$ cat config.mk
export PLATFORM = sky130hd
export DESIGN_NAME = qla_mul
export DESIGN_NICKNAME = d
export VERILOG_FILES = /design/src/rtl/qla_pkg.sv /design/src/rtl/qla_mul.sv
export SDC_FILE = /design/constraint.sdc
export NUM_CORES = 2
export LEC_CHECK = 0
export ABC_AREA = 1
export ABC_CLOCK_PERIOD_IN_PS = 7700
export BUFFER_PORTS_ARGS = -buffer_cell sky130_fd_sc_hd__buf_4
export CORE_ASPECT_RATIO = 2
export CORE_MARGIN = 2
export CORE_UTILIZATION = 41
export DETAILED_ROUTE_END_ITERATION = 8
export SKIP_CTS_REPAIR_TIMING = 1
export SKIP_LAST_GASP = 1
export SLEW_MARGIN = 40
export SYNTH_ARGS = -nofsm -noshare
export SYNTH_HDL_FRONTEND = slang
export SYNTH_SLANG_ARGS = --single-unit
export TNS_END_PERCENT = 100
$ cat constraint.sdc
create_clock -name clock -period 7.7 [get_ports clock]
set_input_delay 1.155 -clock clock [delete_from_list [all_inputs] [get_ports clock]]
set_output_delay 1.155 -clock clock [all_outputs]
set_load 0.005 [all_outputs]
$ cat src/rtl/qla_pkg.sv
// Shared types and constants for the tabular Q-learning agent.
// Used by the shared multiplier, the top level, the checker and the testbench.
package qla_pkg;

   // Shared multiplier operand and product widths (signed)
   localparam int MUL_A_W = 36;
   localparam int MUL_B_W = 25;
   localparam int MUL_P_W = MUL_A_W + MUL_B_W;

   // Table entry width
   localparam int VALUE_W = 32;

   // Epsilon: one and its floor (0.1 rounded) in Q1.16
   localparam int EPS_W = 17;
   localparam logic [EPS_W-1:0] EPS_ONE   = 17'd65536;
   localparam logic [EPS_W-1:0] EPS_FLOOR = 17'd6554;

   // Item kinds
   localparam logic [1:0] KIND_CHOOSE = 2'd0;
   localparam logic [1:0] KIND_UPDATE = 2'd1;
   localparam logic [1:0] KIND_DECAY  = 2'd2;

   // Register indexes
   localparam logic [2:0] CSR_LEARNING_RATE   = 3'd0;
   localparam logic [2:0] CSR_DISCOUNT        = 3'd1;
   localparam logic [2:0] CSR_EPSILON_INITIAL = 3'd2;
   localparam logic [2:0] CSR_EPSILON_DECAY   = 3'd3;
   localparam logic [2:0] CSR_ALTITUDE_SCALE  = 3'd4;
   localparam logic [2:0] CSR_VELOCITY_MIN    = 3'd5;
   localparam logic [2:0] CSR_VELOCITY_SCALE  = 3'd6;
   localparam logic [2:0] CSR_MAX_THRUST      = 3'd7;

   // Operands handed to the shared multiplier
   typedef struct packed {
      logic signed [MUL_A_W-1:0] a;
      logic signed [MUL_B_W-1:0] b;
   } mul_op_type;

endpackage

$ cat src/rtl/qla_mul.sv
// Shared signed multiplier with a registered product.
// Depends on qla_pkg for operand and product widths.
module qla_mul (
   input  logic                              clock,
   input  qla_pkg::mul_op_type               op,
   output logic signed [qla_pkg::MUL_P_W-1:0] product
);
   import qla_pkg::*;

   logic signed [MUL_P_W-1:0] product_ff;
   logic signed [MUL_P_W-1:0] product_in;

   // full-width signed product
   assign product_in = MUL_P_W'(op.a) * MUL_P_W'(op.b);

   always_ff @(posedge clock) begin
      product_ff <= product_in;
   end

   assign product = product_ff;

endmodule

; After elaboration in Yosys (flattened, before gate mapping)
; Cells that the tools add are included.
[op_classes]
mul = 1
[op_table]
columns = operator, count
row1 = multiplier 36 x 25 -> 61 bit, 1
[totals]
input_bits = 62
out_inout_bits = 61
regBits = 61
wordCells = 2

; Logic depth before layout (Yosys ltp)
[depth]
ltp_word = 1
depth_mapped = 31
ltp_nobuf = 29

; Worst setup path before layout
; OpenSTA, ideal clock, no wires.
[synth_path]
path_type = in2reg
start = in op[60] in the netlist's numbering
end = reg product_ff[58] (netlist: product[58])
required_ps = 7588
path_buffers = 2
setup_time_ps = 112
setup_slack_ps = 657
cell_stages = 23
t_arrival_ps = 6930
cell_sequence = clkbuf_1 -> clkbuf_1 -> nand2_1 -> inv_1 -> fa_1 -> fa_1 -> fa_1 -> inv_1 -> fa_1 -> inv_1 -> fa_1 -> inv_1 -> fa_1 -> inv_1 -> fa_1 -> ha_1 -> nand2_1 -> nor2_1 -> nand2_1 -> nor4_1 -> nand2_1 -> nand3_1 -> nand2_1
[synth_via]
elab_chain_len = 1
[synth_rtl]
columns = item, line
row1 = from (decl), qla_mul.sv:5  ; input qla_pkg::mul_op_type op,
row2 = multiplier 36 x 25 -> 61 bit, qla_mul.sv:14  ; assign product_in = MUL_P_W'(op.a) * MUL_P_W'(op.b);
row3 = via product_in[58], qla_mul.sv:11  ; logic signed [MUL_P_W-1:0] product_in;
row4 = to (signal assigned), qla_mul.sv:17  ; product_ff <= product_in;
row5 = to (decl), qla_mul.sv:10  ; logic signed [MUL_P_W-1:0] product_ff;
; The timed path passes the listed nets, and every way through them passes these cells.

; Final worst setup path
[layout_path]
start = in op[60] in the netlist's numbering
end = reg product_ff[59] (netlist: product[59])
; Same word-level chain as after synthesis.

==> flow_summary.yaml <==
run_status:
  status: "finished clean"
finish:
  fillCellCount: 8692
  layout.cells.non_filler: 5671
  layout_commonest_cell: "inv_1"
  drive_above_1_share_pct: 5.76
  regArea_sq_um: 1220
  final_cell_mix: "inv_1, nand2_1, fa_1"
  utilization_pct: 44.3
  largest_reg_flops: 61
  area_growth_pct: 6.90
  nets: 5731
  multi_input_area_sq_um: 27300
global_route:
  grt_pass1_vias: 32000
  grt.overflow.total: 0
  grt.total_usage_pct: 27.2
  grt_max_degree: 37
  grt_pass1_wl_mm: 179
  antenna_found_initial: 2
routing:
  dr.pass1.iters: 7
  wl_per_cell_um: 20.1
  ant_nets: 0
  vias: 28000
  finalWirelength_mm: 114
  drt_iter0_drc: 1453
  drc: 0
  via_per_inst: 4.94
worst_hold_path:
  min_path_type: "in -> reg"
  hold_start: "op[0]"
setup_path:
  crit_chain: "buf_4 > nand2_1 > inv_1 > fa_1 > fa_1 > inv_1 > fa_1 > inv_1 > fa_1 > fa_1 > fa_1 > inv_1 > fa_1 > inv_1 > ha_1 > nand2_1 > nor2_1 > nand2_1 > inv_1 > nand2_1 > nor3_1 > nand2_1 > nand4_1 > nand2_1"
  start_kind: "primary input"
  slowest_stage: "fa_1"
  critical_path_class: "in -> reg"
  crit_path_end_kind: "flip-flop"
  slowest_delay_ps: 740
  crit_top_cell: "fa_1"
  endpoint: "product[59]"
  worst-path-max-fanout: 17
  critPathBufInv: 7
  cp_top_family: "adder cells"
  worst-path-stages: 24
  critPathRequiredTime_ps: 7910
  crit_start: "op[60]"
  cp.arrival_ps: 7530
place:
  gp_congestion: 0.932
  placed_cells: 5655
  hpwlAfterDp_mm: 96.8
  io_buffers: 122
logic_synthesis:
  synth_nets: 5726
  synthTopCellsByArea: "fa_1, inv_1, nand2_1"
  yosysSeqAreaShare_pct: 3.47
  synth_area_sq_um: 35200
  yosysTopAreaCellShare_pct: 51.9
  synth_area_leader_cell: "fa_1"
  ys_ff_latch: 61
  synth_cells: 4590
  syn_avg_cell_area_sq_um: 7.66
  yosys_warnings: 0
  synth_cell_types: 31
floorplanning:
  die_w_um: 211
  top_level_ports: 123
  core_sq_um: 84800
  die_h_um: 418
  fp.dieArea_sq_um: 88300
  start_util_pct: 41.4
  num_rows: 151
timing:
  fin_hold_ws_ps: 1290
  fin_crit_ps: 7320
  slew_headroom_pct: 59.5
  setup_viol: 0
  hold_viol: 0
  period_share_pct: 95.1
  finalMaxSlewViolations: 0
  worst_pin_slew_ps: 606
  rsz0062_at_grt: "no"
  max_freq_mhz: 137
cts:
  cts_sinks: 61
  numCtsBuffers: 9
  path_clk_slew_ps: 60
  clockBufferDepth: 2
  cts_tree: "built"
  htree_num_levels: 3
  clockRootBuffer: "clkbuf_16"
flow_run:
  drv_cap: 0
metal layers:
| metal | track usage (%) | wire, um |
|---|---|---|
| met5 | 0 | 16 |
| met4 | 16.0 | 8380 |
| met3 | 2.98 | 5120 |
| met2 | 52.7 | 63700 |
| met1 | 27.6 | 36500 |
cell usage after synthesis (all sizes together):
| master | n |
|---|---|
| fa | 911 |
| xor2 | 36 |
| o21bai | 13 |
| nand4 | 18 |
| a21oi | 63 |
| nor3 | 10 |
| nand2b | 1 |
| or2 | 7 |
| nand3 | 74 |
| a21o | 1 |
| xnor2 | 5 |
| o21ai | 22 |
| clkinv | 1 |
| ha | 163 |
| nor4 | 2 |
| nand3b | 2 |
| dfxtp | 61 |
| nand2 | 1301 |
| nor2 | 137 |
| and3 | 1 |
| clkbuf | 207 |
| inv | 1553 |
| a21boi | 1 |
tightest hold or removal path, delay by kind of cell:
family        cells  cell delay [ps]
buf+inv           2              300
simple gates      1              120
cell type report:
type / count / share of cell area (%)
Multi-Input combinational cell: 2768 / 72.7
Inverter: 1554 / 15.5
Timing Repair Buffer: 201 / 4.11
Tap cell: 1071 / 3.57
Sequential cell: 61 / 3.25
Clock buffer: 9 / 0.599
Clock inverter: 6 / 0.236
Antenna cell: 1 / 0.00666
cell families (layout without fill, tap and decap cells):
group	Yosys count	count (layout)	synth area share, %
AOI/OAI and AO/OA	100	100	1.58
adders and majority gates	1074	1074	57.7
buffers and inverters	1761	1770	18.8
other	0	1	0
DFF	61	61	3.47
and+or+nand+nor	1553	1553	17.5
xor gates and xnor gates	41	41	1.02
per-stage QoR:
step | TNS [ps] | setup WS (ps) | area (sq um)
finish | 0 | 379 | 37600
global route | 0 | 55.0 | 37600
CTS | 0 | 274 | 37600
detailed placement | -69.4 | -69.4 | 37300
global placement | -201 | -201 | 37300
floorplan | 0 | 657 | 35200
worst min-delay path by stage:
| stage | endpoint | cells past startpoint |
|---|---|---|
| floorplan | product[0] | 3 |
| global placement | product[1] | 1 |
| detailed placement | product[1] | 1 |
| CTS | product[0] | 3 |
| global route | product[0] | 3 |
| finish | product[0] | 3 |
Power is not shown: default switching activity piles up to over one toggle a cycle in this logic, so the estimate is an artifact.
